===== src/rtl/core/ttcb_pkg.sv =====
// ----------------------------------------------------------------------------
// ttcb_pkg
// Shared codes, widths and controller/datapath signal groups for the text
// terminal cell buffer.
// ----------------------------------------------------------------------------
package ttcb_pkg;

	localparam int OP_W    = 2;
	localparam int CHAR_W  = 8;
	localparam int CELL_W  = 16;
	localparam int DATA_W  = 32;
	localparam int PADDR_W = 3;

	localparam logic [OP_W-1:0] OP_PUT   = 2'd0;
	localparam logic [OP_W-1:0] OP_READ  = 2'd1;
	localparam logic [OP_W-1:0] OP_CLEAR = 2'd2;

	localparam logic [CHAR_W-1:0] CH_NEWLINE  = 8'd10;
	localparam logic [CHAR_W-1:0] CH_RETURN   = 8'd13;
	localparam logic [CHAR_W-1:0] RESET_COLOR = 8'h1F;

	localparam logic REG_TEXT_COLOR = 1'b0;
	localparam logic REG_BACK_COLOR = 1'b1;

	typedef struct packed {
		logic take;
		logic exec;
		logic cnt_clr;
		logic cnt_inc;
		logic copy_en;
		logic fill_en;
		logic fill_init;
		logic out_load;
		logic out_direct;
	} cmd_t;

	typedef struct packed {
		logic op_put;
		logic op_read;
		logic op_clear;
		logic need_scroll;
		logic copy_last;
		logic fill_last;
		logic out_free;
	} sts_t;

endpackage


===== src/rtl/core/ttcb_regs.sv =====
// ----------------------------------------------------------------------------
// ttcb_regs
// APB configuration registers: text color and back color.
// ----------------------------------------------------------------------------
module ttcb_regs (
	input  logic                              clk,
	input  logic                              arst_n,
	input  logic                              psel,
	input  logic                              penable,
	input  logic                              pwrite,
	input  logic [ttcb_pkg::PADDR_W-1:0]      paddr,
	input  logic [ttcb_pkg::DATA_W-1:0]       pwdata,
	output logic [ttcb_pkg::DATA_W-1:0]       prdata,
	output logic                              pready,
	output logic [ttcb_pkg::CHAR_W-1:0]       text_color,
	output logic [ttcb_pkg::CHAR_W-1:0]       back_color
);

	logic                          reg_idx;
	logic                          wr_en;
	logic [ttcb_pkg::CHAR_W-1:0]   rd_val;
	logic [ttcb_pkg::CHAR_W-1:0]   text_color_q;
	logic [ttcb_pkg::CHAR_W-1:0]   back_color_q;

	assign reg_idx = paddr[ttcb_pkg::PADDR_W-1];
	assign pready  = 1'b1;
	assign wr_en   = psel & penable & pwrite & pready;

	always_ff @(posedge clk or negedge arst_n) begin
		if (!arst_n) begin
			text_color_q <= ttcb_pkg::RESET_COLOR;
			back_color_q <= ttcb_pkg::RESET_COLOR;
		end else if (wr_en) begin
			unique case (reg_idx)
				ttcb_pkg::REG_TEXT_COLOR: text_color_q <= pwdata[ttcb_pkg::CHAR_W-1:0];
				ttcb_pkg::REG_BACK_COLOR: back_color_q <= pwdata[ttcb_pkg::CHAR_W-1:0];
				default: ;
			endcase
		end
	end

	always_comb begin
		unique case (reg_idx)
			ttcb_pkg::REG_TEXT_COLOR: rd_val = text_color_q;
			ttcb_pkg::REG_BACK_COLOR: rd_val = back_color_q;
			default:                  rd_val = '0;
		endcase
	end

	assign prdata     = {{(ttcb_pkg::DATA_W-ttcb_pkg::CHAR_W){1'b0}}, rd_val};
	assign text_color = text_color_q;
	assign back_color = back_color_q;

endmodule


===== config.mk =====
export PLATFORM = sky130hd
export DESIGN_NAME = ttcb_regs
export DESIGN_NICKNAME = d
export VERILOG_FILES = /design/src/rtl/core/ttcb_pkg.sv /design/src/rtl/core/ttcb_regs.sv
export SDC_FILE = /design/constraint.sdc
export NUM_CORES = 1
export LEC_CHECK = 0
export ABC_AREA = 1
export BUFFER_PORTS_ARGS = -buffer_cell sky130_fd_sc_hd__buf_2
export CAP_MARGIN = 15
export CORE_MARGIN = 2
export CORE_UTILIZATION = 39
export DETAILED_ROUTE_END_ITERATION = 8
export PLACE_DENSITY_LB_ADDON = 0.3
export SLEW_MARGIN = 10
export SYNTH_ARGS = -nofsm -noshare
export SYNTH_HDL_FRONTEND = slang
export SYNTH_SLANG_ARGS = --single-unit
export TNS_END_PERCENT = 20

===== constraint.sdc =====
create_clock -name clk -period 1 [get_ports clk]
set_input_delay 0.05 -clock clk [delete_from_list [all_inputs] [get_ports clk]]
set_output_delay 0.05 -clock clk [all_outputs]
set_load 0.005 [all_outputs]

==> impl_metrics.ini <==
[status]
status = complete, but fails checks
violations = negative setup slack

[worst_setup_path]
endpoint_kind = output port
cp-startpoint = text_color[3]$_DFFE_PN1P_
crit_arrival_ns = 1.08
worst-path-max-fanout = 3
cp.required_ns = 0.95
r2r_start = text_color[4]$_DFFE_PN1P_
worstSetupPathType = reg2out
r2r_cells = 2
cp-start-kind = register

[logic_synthesis]
synth-seq-area-share = 0.429
syn_area_per_cell_um2 = 7.70
synth_top_area_share = 0.273
synth_area_um2 = 962
synthTopCellsByArea = dfstp_2 27%, nand2_1 22%, buf_4 20%
synth_edf_count = 0
ys.flop_type = dfstp_2
yosys-top-cells-count = 57 x nand2_1, 26 x buf_4, 16 x nand3_1
synth.most_common_cell = nand2_1
netlist_instances = 125
synth_async_sr_flop_share = 1.00
synth_top_area_cell = dfstp_2
synth-seq-cells = 16
synth.distinct_cells = 11
yosysWarnings = 0

[grt]
antenna_found_initial = 0
grt_max_degree = 17
grtUsageTotal = 0.164
overflow = 0
grt_pass1_vias = 765
grt_pass1_wl_um = 3440

[placement]
dpl_cell_area_um2 = 1080
routabilityCongestion = 0.714
post-place-ws_ns = -0.00558
dp_cells = 187
dp_hpwl_um = 1510
place.port_buffers = 37

[clock_network]
cts_buffers = 3
tritoncts = done
cts-htree-levels = 1
cts_buffer_depth = 2
root_buffer = clkbuf_4
clk_pin_slew_ns = 0.10
clock_latency_ns = 0.27
clkSinkCount = 16

[timing]
finalHoldViolations = 0
fmax_mhz = 889
finalWorstSetupSlack_ns = -0.125
finalSetupViolations = 7
rsz0062_at_grt = yes
worst_hold_slack_ns = 0.0117
tns_ns = -0.548
period_minus_slack_ns = 1.13
slew_violations = 0
fin_worst_skew_ns = 0
fin_crit_sh = 1.13

[cells_and_area]
drive_gt1_frac = 0.341
diodes = 0
finalNetCount = 211
layout.cells.non_filler = 198
fillCellCount = 216
fin_area_um2 = 1180
utilization = 0.520
synthToLayoutAreaGrowth_pct = 23.0

[floorplan]
start_util = 0.423
die_x_um = 53.7
io_pins = 89
die_h_um = 53.7
core_um2 = 2280
rows = 17
dieArea_um2 = 2880

[hold_path]
hold_path.class = in2reg
hp-start = pwdata[5]
min_path_cells = 3

[drt]
wl_per_cell_um = 10.8
drtAntennaViolNets = 0
drtIter0Drc = 7
vias_per_cell = 4.31
vias = 853
drc_errors = 0
drt_wl_total_um = 2130
dr.pass1.iters = 4

[power_and_ir_drop]
p_per_area_nw_per_um2 = 1520
p_leak_nw = 0.704
p_total_mw = 1.80
peakVddDrop_uv = 1040

[run]
drv_cap = 0
## path summary, 6_finish.rpt
check	slack [ns]	to
worst max-delay path	-0.13	prdata[3]
worst min-delay path	0.01	back_color[5]$_DFFE_PN0P_
worst max register to register	0.27	text_color[4]$_DFFE_PN1P_
worst min register to register	0.47	back_color[1]$_DFFE_PN1P_
max in group asynchronous	0.46	back_color[4]$_DFFE_PN1P_
min in group asynchronous	0.22	back_color[5]$_DFFE_PN0P_
## state kept, by name (all words and copies together), names as in the netlist
register	flops
back_color	8
text_color	8
## critical path, cell delays in order, from the launching register on
cell and delay (ns):
dfstp_2 0.56, nand2_1 0.05, nand2_1 0.07, buf_2 0.11
## repair_timing
action,CTS,global route
setup endpoints to repair,6,18
buffers inserted,0,1
hold endpoints to repair,26,0
pin swaps,3,6
hold buffers,6,0
cloned,0,0
gates resized for setup,0,2
## cell usage in the layout (no fill, tap or decap)
cell and n:
buf_4 5, clkbuf_1 1, buf_6 1, dfstp_2 10, inv_2 2, nand3_1 16
nor2_4 1, nand2_1 57, dfrtp_1 6, dlygate4sd3_1 6, nand4_2 1, buf_2 35
clkbuf_4 3, nand4_1 1, conb_1 25
## where the power goes
part	switching (mW)	leakage (nW)	internal [mW]
sequential	0.0920	0.180	0.825
combinational	0.267	0.509	0.256
clock	0.202	0.0150	0.154
total	0.561	0.704	1.23
## cell families (layout without fill, tap and decap cells)
group / count (synthesis) / count (layout) / synth area share
other cells: 2 / 25 / 0.00781
simple gates: 76 / 76 / 0.337
buf+inv: 31 / 53 / 0.226
flops: 16 / 16 / 0.429
## routing by layer
layer  global-route usage  vias up  part of all wire
met5                    0        -                 0
met4               0.0684        0             0.016
met3               0.0278        4             0.072
met2                0.268       42              0.49
met1                0.212      379              0.42
li1                     -      428                 -
## layout make-up
type / count / area [um^2] / share of cell area
Timing Repair Buffer: 47 / 284 / 0.240
Clock buffer: 4 / 26.3 / 0.0222
Multi-Input combinational cell: 101 / 418 / 0.353
Tap cell: 28 / 35.0 / 0.0296
Sequential cell: 16 / 413 / 0.349
Inverter: 2 / 7.51 / 0.00634
(Power assumes the default switching activity.)
