`src/rtl/core/ttcb_pkg.sv`:
```
// ----------------------------------------------------------------------------
// ttcb_pkg
// Shared codes, widths and controller/datapath signal groups for the text
// terminal cell buffer.
// ----------------------------------------------------------------------------
package ttcb_pkg;

	localparam int OP_W    = 2;
	localparam int CHAR_W  = 8;
	localparam int CELL_W  = 16;
	localparam int DATA_W  = 32;
	localparam int PADDR_W = 3;

	localparam logic [OP_W-1:0] OP_PUT   = 2'd0;
	localparam logic [OP_W-1:0] OP_READ  = 2'd1;
	localparam logic [OP_W-1:0] OP_CLEAR = 2'd2;

	localparam logic [CHAR_W-1:0] CH_NEWLINE  = 8'd10;
	localparam logic [CHAR_W-1:0] CH_RETURN   = 8'd13;
	localparam logic [CHAR_W-1:0] RESET_COLOR = 8'h1F;

	localparam logic REG_TEXT_COLOR = 1'b0;
	localparam logic REG_BACK_COLOR = 1'b1;

	typedef struct packed {
		logic take;
		logic exec;
		logic cnt_clr;
		logic cnt_inc;
		logic copy_en;
		logic fill_en;
		logic fill_init;
		logic out_load;
		logic out_direct;
	} cmd_t;

	typedef struct packed {
		logic op_put;
		logic op_read;
		logic op_clear;
		logic need_scroll;
		logic copy_last;
		logic fill_last;
		logic out_free;
	} sts_t;

endpackage

```
`src/rtl/core/ttcb_dp.sv`:
```
// ----------------------------------------------------------------------------
// ttcb_dp
// Datapath: cursor, cell address and value, sweep counter, RAM port muxing
// and the result register.
// ----------------------------------------------------------------------------
module ttcb_dp #(
	parameter int COLUMNS = 30,
	parameter int ROWS = 16,
	localparam int CELLS = COLUMNS * ROWS,
	localparam int COL_W = $clog2(COLUMNS),
	localparam int ROW_W = $clog2(ROWS),
	localparam int ADDR_W = $clog2(CELLS),
	localparam int CNT_W = $clog2(CELLS + 1)
) (
	input  logic                            clk,
	input  logic                            arst_n,
	input  ttcb_pkg::cmd_t                  cmd,
	output ttcb_pkg::sts_t                  sts,
	input  logic [ttcb_pkg::OP_W-1:0]       in_op,
	input  logic [ttcb_pkg::CHAR_W-1:0]     in_char,
	input  logic [ADDR_W-1:0]               in_index,
	input  logic [ttcb_pkg::CHAR_W-1:0]     text_color,
	input  logic [ttcb_pkg::CHAR_W-1:0]     back_color,
	output logic                            ram_we,
	output logic [ADDR_W-1:0]               ram_waddr,
	output logic [ttcb_pkg::CELL_W-1:0]     ram_wdata,
	output logic                            ram_re,
	output logic [ADDR_W-1:0]               ram_raddr,
	input  logic [ttcb_pkg::CELL_W-1:0]     ram_rdata,
	input  logic                            out_ready,
	output logic                            out_valid,
	output logic [COL_W-1:0]                out_col,
	output logic [ROW_W-1:0]                out_row,
	output logic [ADDR_W-1:0]               out_addr,
	output logic [ttcb_pkg::CELL_W-1:0]     out_value,
	output logic                            out_wrote,
	output logic                            out_scrolled
);

	// captured request
	logic [ttcb_pkg::OP_W-1:0]      op_q;
	logic [ttcb_pkg::CHAR_W-1:0]    char_q;
	logic [ADDR_W-1:0]              idx_q;

	logic [COL_W-1:0]               col_q;
	logic [ROW_W-1:0]               row_q;
	logic [CNT_W-1:0]               cnt_q;

	// result held across multi-cycle ops
	logic [ADDR_W-1:0]              res_addr_q;
	logic [ttcb_pkg::CELL_W-1:0]    res_value_q;
	logic                           res_wrote_q;
	logic                           res_scr_q;

	logic                           out_valid_q;
	logic [COL_W-1:0]               out_col_q;
	logic [ROW_W-1:0]               out_row_q;
	logic [ADDR_W-1:0]              out_addr_q;
	logic [ttcb_pkg::CELL_W-1:0]    out_value_q;
	logic                           out_wrote_q;
	logic                           out_scr_q;

	logic                           is_nl;
	logic                           is_cr;
	logic                           at_right;
	logic                           at_bottom;
	logic                           in_range;
	logic                           copy_last;
	logic                           fill_last;
	logic                           line_feed;
	logic [ADDR_W-1:0]              cur_addr;
	logic [ttcb_pkg::CHAR_W-1:0]    fill_color;
	logic [ttcb_pkg::CELL_W-1:0]    held_value;

	logic [COL_W-1:0]               nxt_col;
	logic [ROW_W-1:0]               nxt_row;
	logic [ADDR_W-1:0]              nxt_addr;
	logic [ttcb_pkg::CELL_W-1:0]    nxt_value;
	logic                           nxt_wrote;
	logic                           nxt_scr;

	assign is_nl     = (char_q == ttcb_pkg::CH_NEWLINE);
	assign is_cr     = (char_q == ttcb_pkg::CH_RETURN);
	assign at_right  = (col_q == COL_W'(COLUMNS - 1));
	assign at_bottom = (row_q == ROW_W'(ROWS - 1));
	assign in_range  = (CNT_W'(idx_q) < CNT_W'(CELLS));
	assign copy_last = (cnt_q == CNT_W'(CELLS - COLUMNS));
	assign fill_last = (cnt_q == CNT_W'(CELLS - 1));
	assign cur_addr  = ADDR_W'(row_q) * ADDR_W'(COLUMNS) + ADDR_W'(col_q);

	// next cursor and result for the captured op
	always_comb begin
		nxt_col   = col_q;
		nxt_row   = row_q;
		nxt_addr  = '0;
		nxt_value = '0;
		nxt_wrote = 1'b0;
		nxt_scr   = 1'b0;
		line_feed = 1'b0;
		unique case (op_q)
			ttcb_pkg::OP_PUT: begin
				if (is_nl) begin
					line_feed = 1'b1;
				end else if (is_cr) begin
					nxt_col = '0;
				end else begin
					nxt_addr  = cur_addr;
					nxt_value = {text_color, char_q};
					nxt_wrote = 1'b1;
					if (at_right) begin
						line_feed = 1'b1;
					end else begin
						nxt_col = col_q + COL_W'(1);
					end
				end
				if (line_feed) begin
					nxt_col = '0;
					if (at_bottom) begin
						nxt_scr = 1'b1;
					end else begin
						nxt_row = row_q + ROW_W'(1);
					end
				end
			end
			ttcb_pkg::OP_READ: nxt_addr = idx_q;
			ttcb_pkg::OP_CLEAR: begin
				nxt_col = '0;
				nxt_row = '0;
			end
			default: ;
		endcase
	end

	assign sts.op_put      = (op_q == ttcb_pkg::OP_PUT);
	assign sts.op_read     = (op_q == ttcb_pkg::OP_READ);
	assign sts.op_clear    = (op_q == ttcb_pkg::OP_CLEAR);
	assign sts.need_scroll = nxt_scr;
	assign sts.copy_last   = copy_last;
	assign sts.fill_last   = fill_last;
	assign sts.out_free    = !out_valid_q || out_ready;

	assign fill_color = cmd.fill_init ? ttcb_pkg::RESET_COLOR : back_color;

	// cell store port muxing
	always_comb begin
		ram_we    = 1'b0;
		ram_waddr = cnt_q[ADDR_W-1:0];
		ram_wdata = {fill_color, {ttcb_pkg::CHAR_W{1'b0}}};
		ram_re    = 1'b0;
		ram_raddr = idx_q;
		if (cmd.fill_en) begin
			ram_we = 1'b1;
		end else if (cmd.copy_en) begin
			ram_we    = (cnt_q != '0);
			ram_waddr = ADDR_W'(cnt_q - CNT_W'(1));
			ram_wdata = ram_rdata;
		end else if (cmd.exec && nxt_wrote) begin
			ram_we    = 1'b1;
			ram_waddr = nxt_addr;
			ram_wdata = nxt_value;
		end
		if (cmd.copy_en) begin
			ram_re    = !copy_last;
			ram_raddr = ADDR_W'(cnt_q + CNT_W'(COLUMNS));
		end else begin
			ram_re = cmd.exec && sts.op_read && in_range;
		end
	end

	always_ff @(posedge clk) begin
		if (cmd.take) begin
			op_q   <= in_op;
			char_q <= in_char;
			idx_q  <= in_index;
		end
		if (cmd.exec) begin
			res_addr_q  <= nxt_addr;
			res_value_q <= nxt_value;
			res_wrote_q <= nxt_wrote;
			res_scr_q   <= nxt_scr;
		end
	end

	always_ff @(posedge clk or negedge arst_n) begin
		if (!arst_n) begin
			col_q <= '0;
			row_q <= '0;
			cnt_q <= '0;
		end else begin
			if (cmd.exec) begin
				col_q <= nxt_col;
				row_q <= nxt_row;
			end
			if (cmd.cnt_clr) begin
				cnt_q <= '0;
			end else if (cmd.cnt_inc) begin
				cnt_q <= cnt_q + CNT_W'(1);
			end
		end
	end

	assign held_value = sts.op_read ? (in_range ? ram_rdata : '0) : res_value_q;

	always_ff @(posedge clk or negedge arst_n) begin
		if (!arst_n) begin
			out_valid_q <= 1'b0;
		end else if (cmd.out_load) begin
			out_valid_q <= 1'b1;
		end else if (out_ready) begin
			out_valid_q <= 1'b0;
		end
	end

	always_ff @(posedge clk) begin
		if (cmd.out_load) begin
			if (cmd.out_direct) begin
				out_col_q   <= nxt_col;
				out_row_q   <= nxt_row;
				out_addr_q  <= nxt_addr;
				out_value_q <= nxt_value;
				out_wrote_q <= nxt_wrote;
				out_scr_q   <= nxt_scr;
			end else begin
				out_col_q   <= col_q;
				out_row_q   <= row_q;
				out_addr_q  <= res_addr_q;
				out_value_q <= held_value;
				out_wrote_q <= res_wrote_q;
				out_scr_q   <= res_scr_q;
			end
		end
	end

	assign out_valid    = out_valid_q;
	assign out_col      = out_col_q;
	assign out_row      = out_row_q;
	assign out_addr     = out_addr_q;
	assign out_value    = out_value_q;
	assign out_wrote    = out_wrote_q;
	assign out_scrolled = out_scr_q;

endmodule
```
`config.mk`:
```
export PLATFORM = sky130hd
export DESIGN_NAME = ttcb_dp
export DESIGN_NICKNAME = d
export VERILOG_FILES = /design/src/rtl/core/ttcb_pkg.sv /design/src/rtl/core/ttcb_dp.sv
export SDC_FILE = /design/constraint.sdc
export NUM_CORES = 1
export LEC_CHECK = 0
export BUFFER_PORTS_ARGS = -buffer_cell sky130_fd_sc_hd__buf_2
export CAP_MARGIN = 0
export CELL_PAD_IN_SITES_DETAIL_PLACEMENT = 1
export CELL_PAD_IN_SITES_GLOBAL_PLACEMENT = 1
export CORE_MARGIN = 2
export CORE_UTILIZATION = 38
export CTS_BUF_LIST = sky130_fd_sc_hd__clkbuf_4 sky130_fd_sc_hd__clkbuf_8 sky130_fd_sc_hd__clkbuf_16
export CTS_CLUSTER_SIZE = 10
export DETAILED_ROUTE_END_ITERATION = 16
export PLACE_DENSITY_LB_ADDON = 0.05
export SLEW_MARGIN = 20
export SYNTH_ARGS = -nofsm -noshare
export SYNTH_HDL_FRONTEND = slang
export SYNTH_SLANG_ARGS = --single-unit
```
`constraint.sdc`:
```
create_clock -name clk -period 3.9 [get_ports clk]
set_input_delay 0.585 -clock clk [delete_from_list [all_inputs] [get_ports clk]]
set_output_delay 0.585 -clock clk [all_outputs]
set_load 0.005 [all_outputs]
```
==> impl_metrics.ini <==
[status]
status = finished, violations left
violations = setup timing

[setup_path]
worstRegToRegCells = 15
crit_chain = fa_1, inv_2, fa_1, fa_1, inv_2, ha_4, o21ai_2, nor2_1, o21ai_1, buf_4, xor2_1, o21ai_2, o221a_2, buf_2
cp-end-kind = output port
path_max_fanout = 3
r2r-start = row_q[0]
r2r_end = res_addr_q[8]
cpPeakStageDelay_ns = 0.59
cp_slowest_cell = fa_1
setup.worst_path.start_class = flop
ff2ff_setup_slack_ns = 0.04
critPathKind = flop to output port
required_ns = 3.31
arrival_ns = 3.86
cp_common_cell = fa_1

[logic_synthesis]
synth_fp_nets = 693
ys_types = 61
syn_area_per_cell_um2 = 10.13
yosysSeqAreaShare_pct = 48.43
synthCells = 599
synth_edf_count = 82
ys_seq_elements = 101
synth.cell_area_um2 = 6066
synthFlopType = edfxtp_1
async_flop_share_pct = 18.81
yosys_warnings = 0

[sta]
holdWs_ns = 0.1923
worst_slew_pin_slew_ns = 0.9539
clock_skew_ns = 0.008716
fmax_mhz = 225.2
finalMaxSlewViolations = 0
setup_violations = 5
fin_crit_ns = 4.440
timing.final.hold_violations = 0
post-route-period-util_pct = 113.9
setup_ws_ns = -0.5402
rsz0062_at_grt = true
maxSlewHeadroom_pct = 36.41
fin_setup_tns_ns = -2.010

[placement]
place.gp.congestion = 0.8362
hpwl_um = 13760
dp.cells = 941
io_buffers = 142

[clocking]
cts_buffers = 9
clock_sinks = 101
tritoncts = done
clk_latency_ns = 0.36
cts_buffer_depth = 2
cts.clk_slew.worst_paths_ns = 0.07
htree_levels = 3
cts_root_buf = clkbuf_16

[die]
core_um2 = 15770
start_util_pct = 38.46
die_w_um = 130.3
die-area_um2 = 16990
die_h_um = 130.3
boundaryPins = 143
num_rows = 46

[power]
p_leak_uw = 0.003241
peakVddDrop_mv = 0.3371
pwr_density_cell_nw_per_um2 = 540.4

[job]
maxCapViolations = 0

[global_route]
grt_max_degree = 50
overflow = 0
track_usage_pct = 22.83
antenna_found_initial = 0
grt_pass1_vias = 5297
grt_pass1_wl_um = 29220

[worst_hold_path]
hp-class = input port to async pin

[cells_and_area]
nFillCells = 1857
nNetsFinal = 834
drive_gt1_share_pct = 31.41
syn_to_final_growth_pct = 23.06
multi_input_comb_area_um2 = 2888
antenna-diode-count = 0
stdcell_count = 961
seq_area_um2 = 2939

[routing]
vias = 5231
drtIter0Drc = 325
firstDrtPassIters = 4
vias_per_cell = 5.443
routedWlPerCell_um = 19.71
postRouteWirelength_um = 18940
remaining_drc_errors = 0
ant_nets = 0
[how the worst max path moves through the flow]
stage / from / end / slack, ns / cells past startpoint
finish: row_q[0] / ram_waddr[6] / -0.54 / 14
global route: row_q[0] / ram_waddr[6] / -0.61 / 14
CTS: row_q[0] / ram_waddr[7] / -0.51 / 12
detailed placement: row_q[0] / ram_waddr[6] / -0.35 / 14
global placement: row_q[0] / ram_waddr[7] / -0.23 / 12
floorplan: row_q[2] / ram_waddr[8] / 0.009 / 12
[logic make-up after synthesis]
| logic type | count (synthesis) | synth area share, % |
|---|---|---|
| xor gates and xnor gates | 20 | 3.115 |
| AOI/OAI and AO/OA | 163 | 17.66 |
| and+or+nand+nor | 189 | 15.59 |
| adders and majority gates | 31 | 7.137 |
| muxes | 14 | 2.496 |
| DFF | 101 | 48.43 |
| buffers and inverters | 81 | 5.569 |
[through the flow]
| step | total power, uW | utilization [%] | cell area (um^2) | worst slack (ns) |
|---|---|---|---|---|
| after CTS | 3972 | 46.91 | 7398 | -0.5110 |
| after detailed placement | 2926 | 44.78 | 7062 | -0.3510 |
| after global routing | 4287 | 47.33 | 7465 | -0.6059 |
| after global placement | 2874 | 44.78 | 7062 | -0.2344 |
| final | 4034 | 47.33 | 7465 | -0.5402 |
| after floorplan | 2321 | - | 6073 | 0.009300 |
[routing by layer]
metal	share of wire [%]	track usage (%)	up-vias
li1	-	-	2453
met1	46	30.69	2625
met2	49	38.81	137
met3	4.3	2.870	16
met4	1.2	6.946	0
met5	0	0	-
[sequential cells by signal, summed over array words and instances (netlist names), 2 cells and up]
name	flops
out_value	16
res_value_q	16
cnt_q	9
idx_q	9
out_addr	9
res_addr_q	9
char_q	8
col_q	5
out_col	5
out_row	4
row_q	4
op_q	2
[area by class of cell]
type	instances	area share, %
inverters	40	2.062
clock buffers	9	3.017
flip-flops and latches	101	39.37
multi-input cells	417	38.69
well taps	216	3.621
repair buffers	171	12.49
clock inverters	7	0.7543
[synth_stat cells (10+ instances only)]
| cell | n | area (um^2) |
|---|---|---|
| ha_1 | 25 | 312.8 |
| clkbuf_1 | 27 | 101.4 |
| a22oi_1 | 29 | 217.7 |
| nor2_1 | 54 | 202.7 |
| and3_1 | 10 | 62.56 |
| xnor2_1 | 13 | 113.9 |
| o21ai_0 | 52 | 260.3 |
| a21oi_1 | 34 | 170.2 |
| inv_1 | 39 | 146.4 |
| nand2_1 | 61 | 229.0 |
| dfrtp_1 | 19 | 475.5 |
| edfxtp_1 | 82 | 2462 |
[power breakdown]
| part | switching, uW | leakage, uW | total, uW | internal [uW] |
|---|---|---|---|---|
| clock | 440 | 0.000132 | 881 | 442 |
| sequential | 92.0 | 0.00108 | 1430 | 1330 |
| combinational | 947 | 0.00203 | 1730 | 781 |
| total | 1480 | 0.00324 | 4030 | 2560 |
[cells in the final DEF (no fill, tap or decap), types with 5 or more instances in the layout]
master     synthesis  final
a21oi_1           34     34
a221oi_1           9      7
a22oi_1           29     27
and3_1            10     10
buf_2              6    142
buf_4              5     28
clkbuf_16          0      9
dfrtp_1           19     18
edfxtp_1          82     82
fa_1               6      6
ha_1              25     24
inv_1             39     36
mux2_2             9      9
mux2i_1            5      5
nand2_1           61     59
nand2b_1           9      9
nand3_1            7      7
nand4_1            6      6
nor2_1            54     53
nor2b_1            6      6
nor3_1             8      8
nor3b_1            7      7
o21ai_0           52     47
or2_2              5      5
xnor2_1           13     12
xor2_1             6      6
[repair_timing]
item / CTS / global route
pin swaps: 8 / 2
setup endpoints to repair: 5 / 6
hold buffers: 0 / 0
gates resized for setup: 13 / 12
buffers inserted: 2 / 2
[critical path: cells and delay by family, from the launching register on]
kind                     cells  cell delay [ns]
AO/OA/AOI/OAI                4             0.58
buffers and inverters        4             0.37
AND/OR/NAND/NOR              1             0.12
flip-flops                   1             0.40
adder cells (fa/ha/maj)      4             1.86
XOR/XNOR                     1             0.16
Power figures use the tool's default switching activity.
