$ cat config.mk
export PLATFORM = sky130hd
export DESIGN_NAME = ttcb_ctrl
export DESIGN_NICKNAME = d
export VERILOG_FILES = /design/src/rtl/core/ttcb_pkg.sv /design/src/rtl/core/ttcb_ctrl.sv
export SDC_FILE = /design/constraint.sdc
export NUM_CORES = 1
export LEC_CHECK = 0
export BUFFER_PORTS_ARGS = -buffer_cell sky130_fd_sc_hd__buf_2
export CAP_MARGIN = 20
export CORE_AREA = 2 2 47 49
export DETAILED_ROUTE_END_ITERATION = 10
export DIE_AREA = 0 0 49 51
export MAX_ROUTING_LAYER = met4
export PLACE_DENSITY_LB_ADDON = 0.25
export SKIP_LAST_GASP = 1
export SLEW_MARGIN = 0
export SYNTH_ARGS = -nofsm -noshare
export SYNTH_HDL_FRONTEND = slang
export SYNTH_SLANG_ARGS = --single-unit
$ cat constraint.sdc
create_clock -name clk -period 4.3 [get_ports clk]
set_input_delay 0.43 -clock clk [delete_from_list [all_inputs] [get_ports clk]]
set_output_delay 0.43 -clock clk [all_outputs]
set_load 0.02 [all_outputs]
$ cat src/rtl/core/ttcb_pkg.sv
// ----------------------------------------------------------------------------
// ttcb_pkg
// Shared codes, widths and controller/datapath signal groups for the text
// terminal cell buffer.
// ----------------------------------------------------------------------------
package ttcb_pkg;

	localparam int OP_W    = 2;
	localparam int CHAR_W  = 8;
	localparam int CELL_W  = 16;
	localparam int DATA_W  = 32;
	localparam int PADDR_W = 3;

	localparam logic [OP_W-1:0] OP_PUT   = 2'd0;
	localparam logic [OP_W-1:0] OP_READ  = 2'd1;
	localparam logic [OP_W-1:0] OP_CLEAR = 2'd2;

	localparam logic [CHAR_W-1:0] CH_NEWLINE  = 8'd10;
	localparam logic [CHAR_W-1:0] CH_RETURN   = 8'd13;
	localparam logic [CHAR_W-1:0] RESET_COLOR = 8'h1F;

	localparam logic REG_TEXT_COLOR = 1'b0;
	localparam logic REG_BACK_COLOR = 1'b1;

	typedef struct packed {
		logic take;
		logic exec;
		logic cnt_clr;
		logic cnt_inc;
		logic copy_en;
		logic fill_en;
		logic fill_init;
		logic out_load;
		logic out_direct;
	} cmd_t;

	typedef struct packed {
		logic op_put;
		logic op_read;
		logic op_clear;
		logic need_scroll;
		logic copy_last;
		logic fill_last;
		logic out_free;
	} sts_t;

endpackage

$ cat src/rtl/core/ttcb_ctrl.sv
// ----------------------------------------------------------------------------
// ttcb_ctrl
// Controller: sequences reset fill, op execution, scroll copy and clear
// sweeps, and result hand-off.
// ----------------------------------------------------------------------------
module ttcb_ctrl (
	input  logic            clk,
	input  logic            arst_n,
	input  logic            in_valid,
	output logic            in_ready,
	input  ttcb_pkg::sts_t  sts,
	output ttcb_pkg::cmd_t  cmd
);

	typedef enum logic [6:0] {
		ST_INIT   = 7'b0000001,
		ST_IDLE   = 7'b0000010,
		ST_EXEC   = 7'b0000100,
		ST_RDWAIT = 7'b0001000,
		ST_COPY   = 7'b0010000,
		ST_FILL   = 7'b0100000,
		ST_DONE   = 7'b1000000
	} state_t;

	state_t state_q;
	state_t state_d;

	always_ff @(posedge clk or negedge arst_n) begin
		if (!arst_n) begin
			state_q <= ST_INIT;
		end else begin
			state_q <= state_d;
		end
	end

	assign in_ready = (state_q == ST_IDLE);

	always_comb begin
		state_d = state_q;
		cmd     = '0;
		unique case (state_q)
			ST_INIT: begin
				cmd.fill_en   = 1'b1;
				cmd.fill_init = 1'b1;
				if (sts.fill_last) begin
					state_d = ST_IDLE;
				end else begin
					cmd.cnt_inc = 1'b1;
				end
			end
			ST_IDLE: begin
				if (in_valid) begin
					cmd.take = 1'b1;
					state_d  = ST_EXEC;
				end
			end
			ST_EXEC: begin
				if (sts.op_read) begin
					cmd.exec = 1'b1;
					state_d  = ST_RDWAIT;
				end else if (sts.op_clear) begin
					cmd.exec    = 1'b1;
					cmd.cnt_clr = 1'b1;
					state_d     = ST_FILL;
				end else if (sts.op_put && sts.need_scroll) begin
					cmd.exec    = 1'b1;
					cmd.cnt_clr = 1'b1;
					state_d     = ST_COPY;
				end else if (sts.out_free) begin
					cmd.exec       = 1'b1;
					cmd.out_load   = 1'b1;
					cmd.out_direct = 1'b1;
					state_d        = ST_IDLE;
				end
			end
			ST_RDWAIT, ST_DONE: begin
				if (sts.out_free) begin
					cmd.out_load = 1'b1;
					state_d      = ST_IDLE;
				end
			end
			ST_COPY: begin
				cmd.copy_en = 1'b1;
				if (sts.copy_last) begin
					state_d = ST_FILL;
				end else begin
					cmd.cnt_inc = 1'b1;
				end
			end
			ST_FILL: begin
				cmd.fill_en = 1'b1;
				if (sts.fill_last) begin
					state_d = ST_DONE;
				end else begin
					cmd.cnt_inc = 1'b1;
				end
			end
			default: state_d = ST_INIT;
		endcase
	end

endmodule

==> results of run 1 <==
final timing paths:
| check | start | end | slack (ns) | cells after the start |
|---|---|---|---|---|
| max | state_q[5] | cmd[7] | 2.18 | 4 |
| min | sts[2] | state_q[4] | 0.37 | 2 |
| max reg2reg | state_q[5] | state_q[5] | 2.78 | 4 |
| min reg2reg | state_q[6] | state_q[3] | 0.68 | 1 |
| max in group asynchronous | arst_n | state_q[0] | 3.54 | 2 |
| min in group asynchronous | arst_n | state_q[4] | 0.53 | 2 |
report_power, final:
part | switching, mW | internal, mW
logic | 0.126 | 0.111
registers | 0.0465 | 0.0865
clock network | 0.0295 | 0.0358
metrics by stage:
stage / power (mW) / cells / util, % / setup WS (ns)
final: 0.436 / 117 / 37.2 / 2.18
after global routing: 0.464 / 117 / 37.2 / 2.07
after CTS: 0.438 / 117 / 37.2 / 2.17
after detailed placement: 0.371 / 112 / 35.4 / 2.40
after global placement: 0.373 / 112 / 35.4 / 2.36
after floorplan: 0.332 / 71 / - / 2.52
logic make-up after synthesis:
logic type | Yosys count | share of synthesized area [%]
AND/OR/NAND/NOR | 31 | 34.6
AO/OA/AOI/OAI | 18 | 21.2
buffers and inverters | 11 | 12.1
flip-flops | 7 | 26.7
XOR/XNOR | 3 | 3.97
multiplexers | 1 | 1.51
cells in the final DEF (no fill, tap or decap), drive strengths merged, types with 3 or more instances in the layout:
| cell | count |
|---|---|
| and3 | 3 |
| buf | 19 |
| clkbuf | 4 |
| dfrtp | 6 |
| inv | 5 |
| nor2 | 6 |
| nor2b | 3 |
| nor3 | 4 |
| nor4b | 3 |
repair_timing:
item / 4_1_cts / 5_1_grt
setup endpoints to repair: 0 / 0
hold buffers: 1 / 0
hold endpoints to repair: 3 / 0
cell type report:
class	count	area, um2	share of cell area (%)
tap	28	35.0	4.57
clock buffer	4	26.3	3.43
multi-input combinational	53	405	52.9
sequential	7	176	23.0
timing repair buffer	20	105	13.7
inverter	5	18.8	2.45
routing by layer:
metal,share of wire (%),GRT usage [%],vias to the layer above
met3,3.5,1.75,5
met2,47,23.3,17
li1,-,-,298
met4,3.5,11.4,0
met5,0,-,-
met1,46,13.8,278
==> flow_summary_export.csv, run 1 <==
group,metric,value,unit
finish,synthToLayoutAreaGrowth,15.9,%
drt,drt-initial-drc-count,5,
power,ir_drop,0.000225,V
placement,io_buffers,19,
clock_network,cts-buffers-inserted,3,
placement,place_area,731,um2
setup_path,cp_cell_sequence,"nor4_4 -> and3_1 -> a21boi_1 -> buf_2",
floorplanning,die-area,2500,um2
floorplanning,core.rowCount,17,
synth,synth_seq_area_share,26.7,%
synth,synth_area_leaders,"dfrtp_1 23%, buf_6 8.5%, dfstp_2 4.0%, nor2_1 3.4%, nor4_4 3.2%",
clock_network,cts_resized,0,
synth,synth_common_cells,"6 x dfrtp_1, 6 x nor2_1, 5 x buf_6, 4 x inv_1, 3 x nor2b_1",
drt,remaining_drc_errors,0,
drt,dr.pass1.iters,3,
synth,synth-seq-cells,7,
timing,worst_slew_pin_slew,0.435,ns
floorplanning,io_pins,20,
grt,globalRouteOverflowTotal,0,
clock_network,cts_tree,"built",
setup_path,startpoint_type,"flip-flop",
setup_path,crit_buf_inv,1,
clock_network,clkSinkCount,7,
timing,max-slew-margin-rel,70.8,%
floorplanning,die_h,51,um
setup_path,crit_fanout,11,
outcome,outcome,"completed",
clock_network,clk_pin_slew_worst_paths,0.06,ns
synth,syn_avg_cell_area,9.32,um2
finish,drive_gt1_share,38.2,%
floorplanning,design.core.area,2060,um2
synth,synth_edf_count,0,
grt,grt.total_usage,13.5,%
drt,wl,1520,um
setup_path,crit_slowest_cell,"dfrtp_1",
timing,fin_worst_skew,0.00945,ns
power,leakage,0.376,nW
finish,largest_reg_flops,7,
finish,top_register,"state_q",
finish,fill_cells,230,
synth,ys_warn_count,0,
placement,place_congestion,0.815,
clock_network,cts_max_level,1,
finish,diodes,0,
job,drv_cap,0,
synth,async_flop_share,100,%
setup_path,max_stage_delay,0.52,ns
timing,hold_ws,0.375,ns
drt,vias,598,
timing,min_period,2.12,ns
clock_network,clk_latency,0.27,ns
setup_path,critPathArrivalTime,1.69,ns
grt,antenna_found_initial,0,
placement,dp_hpwl,1180,um
clock_network,postCtsSetupBuffers,0,
timing,fmax,473,MHz
synth,postSynthCellCount,71,
setup_path,path_class,"flip-flop to output port",
synth,synth_nets,81,
timing,finalSetupViolCount,0,
floorplanning,initial_core_util,32.1,%
synth,synth_top_area_share,22.7,%
grt,grt_pass1_vias,550,
setup_path,crit_path_end_kind,"output port",
worst_hold_path,min_path_type,"input pin to flip-flop",
floorplanning,die_width,49,um
clock_network,cts_root_buffer,"clkbuf_4",
synth,synth_area_leader_cell,"dfrtp_1",
grt,grt_max_degree,12,
drt,wl_per_cell,13.0,um
timing,period_share,49.2,%
timing,setup-tns-final,0,ns
synth,synth-main-ff-cell,"dfrtp_1",
drt,via_per_inst,5.11,
timing,rsz0062_at_grt,"no",
synth,synth_area,662,um2
timing,drv_slew,0,
setup_path,path_delay_family,"simple AND/OR/NAND/NOR gates",
finish,final_net_count,100,
setup_path,cp.required,3.87,ns
synth,synthDistinctLibCells,43,
finish,largest_registers,"state_q (7)",
power,p_per_area,568,nW/um2
finish,fin_area,767,um2
drt,final_antenna_net_count,0,
grt,grt_pass1_wl,2420,um
clock_network,cts.path.max_buffers,2,
timing,hold_viol,0,
Note: power is estimated with default switching activity, not from simulation.
==> inputs of run 2 (changes only) <==
==> constraint.sdc (replaced) <==
create_clock -name clk -period 1.8 [get_ports clk]
set_input_delay 0.18 -clock clk [delete_from_list [all_inputs] [get_ports clk]]
set_output_delay 0.18 -clock clk [all_outputs]
set_load 0.02 [all_outputs]
==> flow_summary_export.csv, run 2 (same netlist as run 1, synthesis figures left out) <==
group,metric,value,unit
outcome,outcome,"completed",
timing,finalSetupViolCount,0,
floorplanning,core.rowCount,17,
drt,dr.pass1.iters,4,
setup_path,path_class,"flip-flop to output port",
finish,multi_input_area,454,um2
setup_path,cp_cell_sequence,"nor4_4 -> and3_4 -> a21boi_2 -> buf_4",
finish,largest_registers,"state_q (7)",
setup_path,path_delay_family,"simple AND/OR/NAND/NOR gates",
setup_path,startpoint_type,"flip-flop",
drt,vias,711,
floorplanning,die_h,51,um
clock_network,cts_root_buffer,"clkbuf_4",
placement,io_buffers,19,
timing,period_share,97.5,%
floorplanning,design.core.area,2060,um2
setup_path,max_stage_delay,0.44,ns
power,leakage,0.468,nW
grt,antenna_found_initial,0,
grt,grt.total_usage,13.6,%
setup_path,crit_slowest_cell,"dfrtp_2",
setup_path,critPathArrivalTime,1.58,ns
power,power,1.26,mW
finish,final_cell_mix,"16 x buf_2, 16 x buf_4, 5 x dfrtp_2",
placement,dp_hpwl,1210,um
finish,diodes,0,
timing,min_period,1.76,ns
clock_network,cts_tree,"built",
finish,largest_reg_flops,7,
placement,place_congestion,0.817,
finish,post-route-util,45.5,%
grt,grt_pass1_vias,548,
drt,wl_per_cell,14.3,um
timing,worst_slew_pin_slew,0.533,ns
setup_path,crit_buf_inv,1,
finish,fill_cells,214,
clock_network,cts-buffers-inserted,3,
clock_network,clk_latency,0.27,ns
grt,grt_max_degree,12,
floorplanning,io_pins,20,
setup_path,cp.required,1.62,ns
drt,final_antenna_net_count,0,
timing,fmax,570,MHz
grt,grt_pass1_wl,2480,um
timing,drv_slew,0,
drt,via_per_inst,5.43,
clock_network,cts_max_level,1,
job,drv_cap,0,
finish,synthToLayoutAreaGrowth,42.0,%
timing,max-slew-margin-rel,64.3,%
timing,hold_viol,0,
grt,globalRouteOverflowTotal,0,
floorplanning,initial_core_util,32.1,%
finish,final_net_count,114,
worst_hold_path,min_path_type,"input pin to flip-flop",
finish,drive_gt1_share,58.3,%
finish,top_register,"state_q",
finish,ff_latch_area,183,um2
floorplanning,die-area,2500,um2
drt,remaining_drc_errors,0,
setup_path,crit_path_end_kind,"output port",
drt,wl,1870,um
clock_network,clk_pin_slew_worst_paths,0.06,ns
timing,rsz0062_at_grt,"yes",
clock_network,cts.path.max_buffers,2,
setup_path,reg2reg_depth,5,
power,p_per_area,1340,nW/um2
drt,drt-initial-drc-count,18,
clock_network,clkSinkCount,7,
timing,fin_worst_skew,0.00615,ns
setup_path,crit_fanout,4,
power,ir_drop,0.000584,V
worst_hold_path,hold_depth,2,
floorplanning,die_width,49,um
setup_path,path_depth,4,
timing,hold_ws,0.132,ns
==> run 2: repair_timing <==
item / 4_1_cts / 5_1_grt
pin swaps: 1 / 3
buffers inserted: 1 / 13
hold buffers: 1 / 0
setup endpoints to repair: 4 / 7
resized for setup: 2 / 16
endpoints found under the hold margin: 7 / 0
==> run 2: cell type report <==
class / instances / share of cell area (%)
Clock buffer: 4 / 2.80
Inverter: 5 / 2.00
Multi-Input combinational cell: 53 / 48.3
Sequential cell: 7 / 19.4
Tap cell: 28 / 3.73
Timing Repair Buffer: 34 / 23.7
==> run 2: final timing paths <==
check	start	to	slack, ns
min in group asynchronous	arst_n	state_q[1]	0.27
min reg2reg	state_q[6]	state_q[3]	0.58
min	sts[2]	state_q[4]	0.13
max reg2reg	state_q[0]	state_q[6]	0.27
max in group asynchronous	arst_n	state_q[0]	1.29
max	state_q[4]	cmd[7]	0.04
==> run 2: power by group <==
part           leakage [nW]  internal, mW  total (mW)  switching (mW)
clock                0.0150        0.0854       0.156          0.0708
combinational         0.369         0.409       0.786           0.378
sequential           0.0844         0.213       0.320           0.107
total                 0.468         0.707        1.26           0.556
==> run 2: routing by layer <==
metal / part of all wire, % / GRT usage [%] / up-vias / routed length [um]
met4: 2.7 / 10.0 / 0 / 50
met2: 48 / 23.1 / 47 / 906
met5: 0 / - / - / 0
met1: 42 / 15.4 / 328 / 794
li1: - / - / 329 / -
met3: 6.3 / 0.877 / 7 / 118
==> run 2: worst reg2reg max path, cell delays in order (launching register included) <==
cell     delay, ns
dfstp_2       0.43
buf_4         0.16
nor2_1        0.15
nand2_1       0.11
o311a_2       0.42
nor3_2        0.16
==> run 2: stage by stage <==
step / instance area [um2] / TNS [ns] / std cells / worst slack, ns
2_1_floorplan: 662 / 0 / 71 / 0.273
3_3_place_gp: 731 / 0 / 112 / 0.260
3_5_place_dp: 731 / 0 / 112 / 0.232
4_1_cts: 777 / -0.0115 / 118 / -0.0115
5_1_grt: 940 / -0.0786 / 131 / -0.0382
6_report: 940 / 0 / 131 / 0.0445
==> inputs of run 3 (changes only) <==
--- a/config.mk
+++ b/config.mk
@@ -7,10 +7,9 @@
 export LEC_CHECK = 0
 export BUFFER_PORTS_ARGS = -buffer_cell sky130_fd_sc_hd__buf_2
 export CAP_MARGIN = 20
-export CORE_AREA = 2 2 47 49
+export CORE_AREA = 4 4 49 51
 export DETAILED_ROUTE_END_ITERATION = 10
-export DIE_AREA = 0 0 49 51
-export MAX_ROUTING_LAYER = met4
+export DIE_AREA = 0 0 53 55
 export PLACE_DENSITY_LB_ADDON = 0.25
 export SKIP_LAST_GASP = 1
 export SLEW_MARGIN = 0
==> flow_summary_export.csv, run 3 (same netlist as run 1, synthesis figures left out) <==
group,metric,value,unit
clock_network,clk_latency,0.25,ns
placement,place_area,729,um2
worst_hold_path,min_path_type,"input pin to flip-flop",
setup_path,cp.required,1.62,ns
floorplanning,die_h,55,um
setup_path,critPathArrivalTime,1.60,ns
grt,antenna_found_initial,0,
setup_path,crit_path_end_kind,"output port",
finish,diodes,0,
placement,place_congestion,0.767,
timing,max-slew-margin-rel,69.5,%
clock_network,cts-buffers-inserted,3,
timing,hold_viol,0,
setup_path,crit_fanout,3,
finish,fin_area,863,um2
timing,drv_slew,0,
grt,globalRouteOverflowTotal,0,
finish,final_cell_mix,"19 x buf_2, 10 x buf_4, 5 x nor2_1, 5 x dfrtp_2, 4 x inv_1",
clock_network,clkSinkCount,7,
setup_path,startpoint_type,"flip-flop",
drt,dr.pass1.iters,4,
drt,wl_per_cell,14.0,um
clock_network,cts.path.max_buffers,2,
worst_hold_path,holdPathEnd,"state_q[4]",
power,p_per_area,1380,nW/um2
drt,via_per_inst,5.12,
finish,final_net_count,110,
floorplanning,initial_core_util,34.1,%
power,ir_drop,0.000584,V
finish,top_register,"state_q",
clock_network,cts_root_buffer,"clkbuf_4",
worst_hold_path,hold_depth,2,
timing,fin_worst_skew,0.00794,ns
setup_path,worstReg2RegStart,"state_q[1]",
finish,synthToLayoutAreaGrowth,30.4,%
grt,grt_pass1_wl,2660,um
clock_network,clk_pin_slew_worst_paths,0.06,ns
clock_network,cts_tree,"built",
floorplanning,design.core.area,1940,um2
floorplanning,die-area,2920,um2
drt,remaining_drc_errors,0,
finish,largest_reg_flops,7,
drt,wl,1770,um
timing,fmax,562,MHz
setup_path,path_class,"flip-flop to output port",
timing,period_share,98.8,%
timing,rsz0062_at_grt,"yes",
grt,grt.total_usage,12.9,%
power,leakage,0.423,nW
timing,finalSetupViolCount,0,
drt,vias,645,
floorplanning,die_width,53,um
floorplanning,io_pins,20,
drt,drt-initial-drc-count,12,
timing,hold_ws,0.133,ns
grt,grt_pass1_vias,610,
worst_hold_path,min-delay-start,"sts[2]",
job,drv_cap,0,
finish,final_common_cell,"buf_2",
drt,final_antenna_net_count,0,
placement,io_buffers,19,
timing,worst_slew_pin_slew,0.455,ns
finish,post-route-util,44.5,%
grt,grt_max_degree,12,
outcome,outcome,"completed",
finish,drive_gt1_share,51.5,%
timing,min_period,1.78,ns
setup_path,reg2reg_depth,5,
clock_network,cts_max_level,1,
setup_path,r2r-end,"state_q[6]",
timing,setup-tns-final,0,ns
floorplanning,core.rowCount,16,
finish,largest_registers,"state_q (7)",
placement,dp_hpwl,1220,um
setup_path,ff2ff_setup_slack,0.24,ns
## run 3: cell types whose count changed in the layout (fill, tap and decap cells not counted), moves of 2 or more
cell / change
buf_2: +3
buf_4: -6
nor2_1: +2
nor2_2: -2
nor4b_1: +2
## run 3: area by class of cell
| class | instances | area (um2) |
|---|---|---|
| inverter | 5 | 18.8 |
| clock buffer | 4 | 26.3 |
| fill | 199 | 1080 |
| tap | 27 | 33.8 |
| timing repair buffer | 30 | 180 |
| sequential | 7 | 183 |
| multi-input combinational | 53 | 422 |
## run 3: where the power goes
group	switching, mW	internal [mW]	total, mW
combinational	0.359	0.373	0.731
clock	0.0603	0.0848	0.145
sequential	0.100	0.213	0.313
total	0.519	0.670	1.19
## run 3: critical path, stage by stage (launching register included)
cell and delay (ns):
dfrtp_2 0.43, buf_4 0.15, nor4_4 0.33, and3_2 0.26
buf_2 0.17
## run 3: metal layers
layer | global-route usage (%) | vias to the layer above | wire length [um]
li1 | - | 321 | -
met5 | 0 | - | 0
met2 | 19.8 | 22 | 814
met4 | 8.09 | 0 | 23
met1 | 15.7 | 298 | 818
met3 | 4.02 | 4 | 110
## run 3: worst max path at each step
stage | slack [ns] | cells past startpoint | endpoint | start
after floorplan | 0.27 | 4 | cmd[7] | state_q[0]
after global placement | 0.25 | 4 | cmd[7] | state_q[5]
after detailed placement | 0.23 | 4 | cmd[7] | state_q[5]
after CTS | -0.005 | 4 | cmd[7] | state_q[4]
after global routing | -0.06 | 4 | cmd[8] | state_q[2]
final | 0.02 | 4 | cmd[2] | state_q[1]
## run 3: what timing repair did
item / CTS / global route
pin swaps: 1 / 3
resized for setup: 5 / 3
buffers inserted: 2 / 8
setup endpoints to repair: 4 / 6
gates cloned: 0 / 0
hold buffers: 1 / 0
hold endpoints to repair: 7 / 0
## run 3: through the flow
step                      cells  setup slack (ns)  power (mW)
after floorplan              71             0.273       0.792
after global placement      111             0.252       0.891
after detailed placement    111             0.232       0.895
after CTS                   118          -0.00542        1.07
after global routing        126           -0.0566        1.27
final                       126            0.0214        1.19
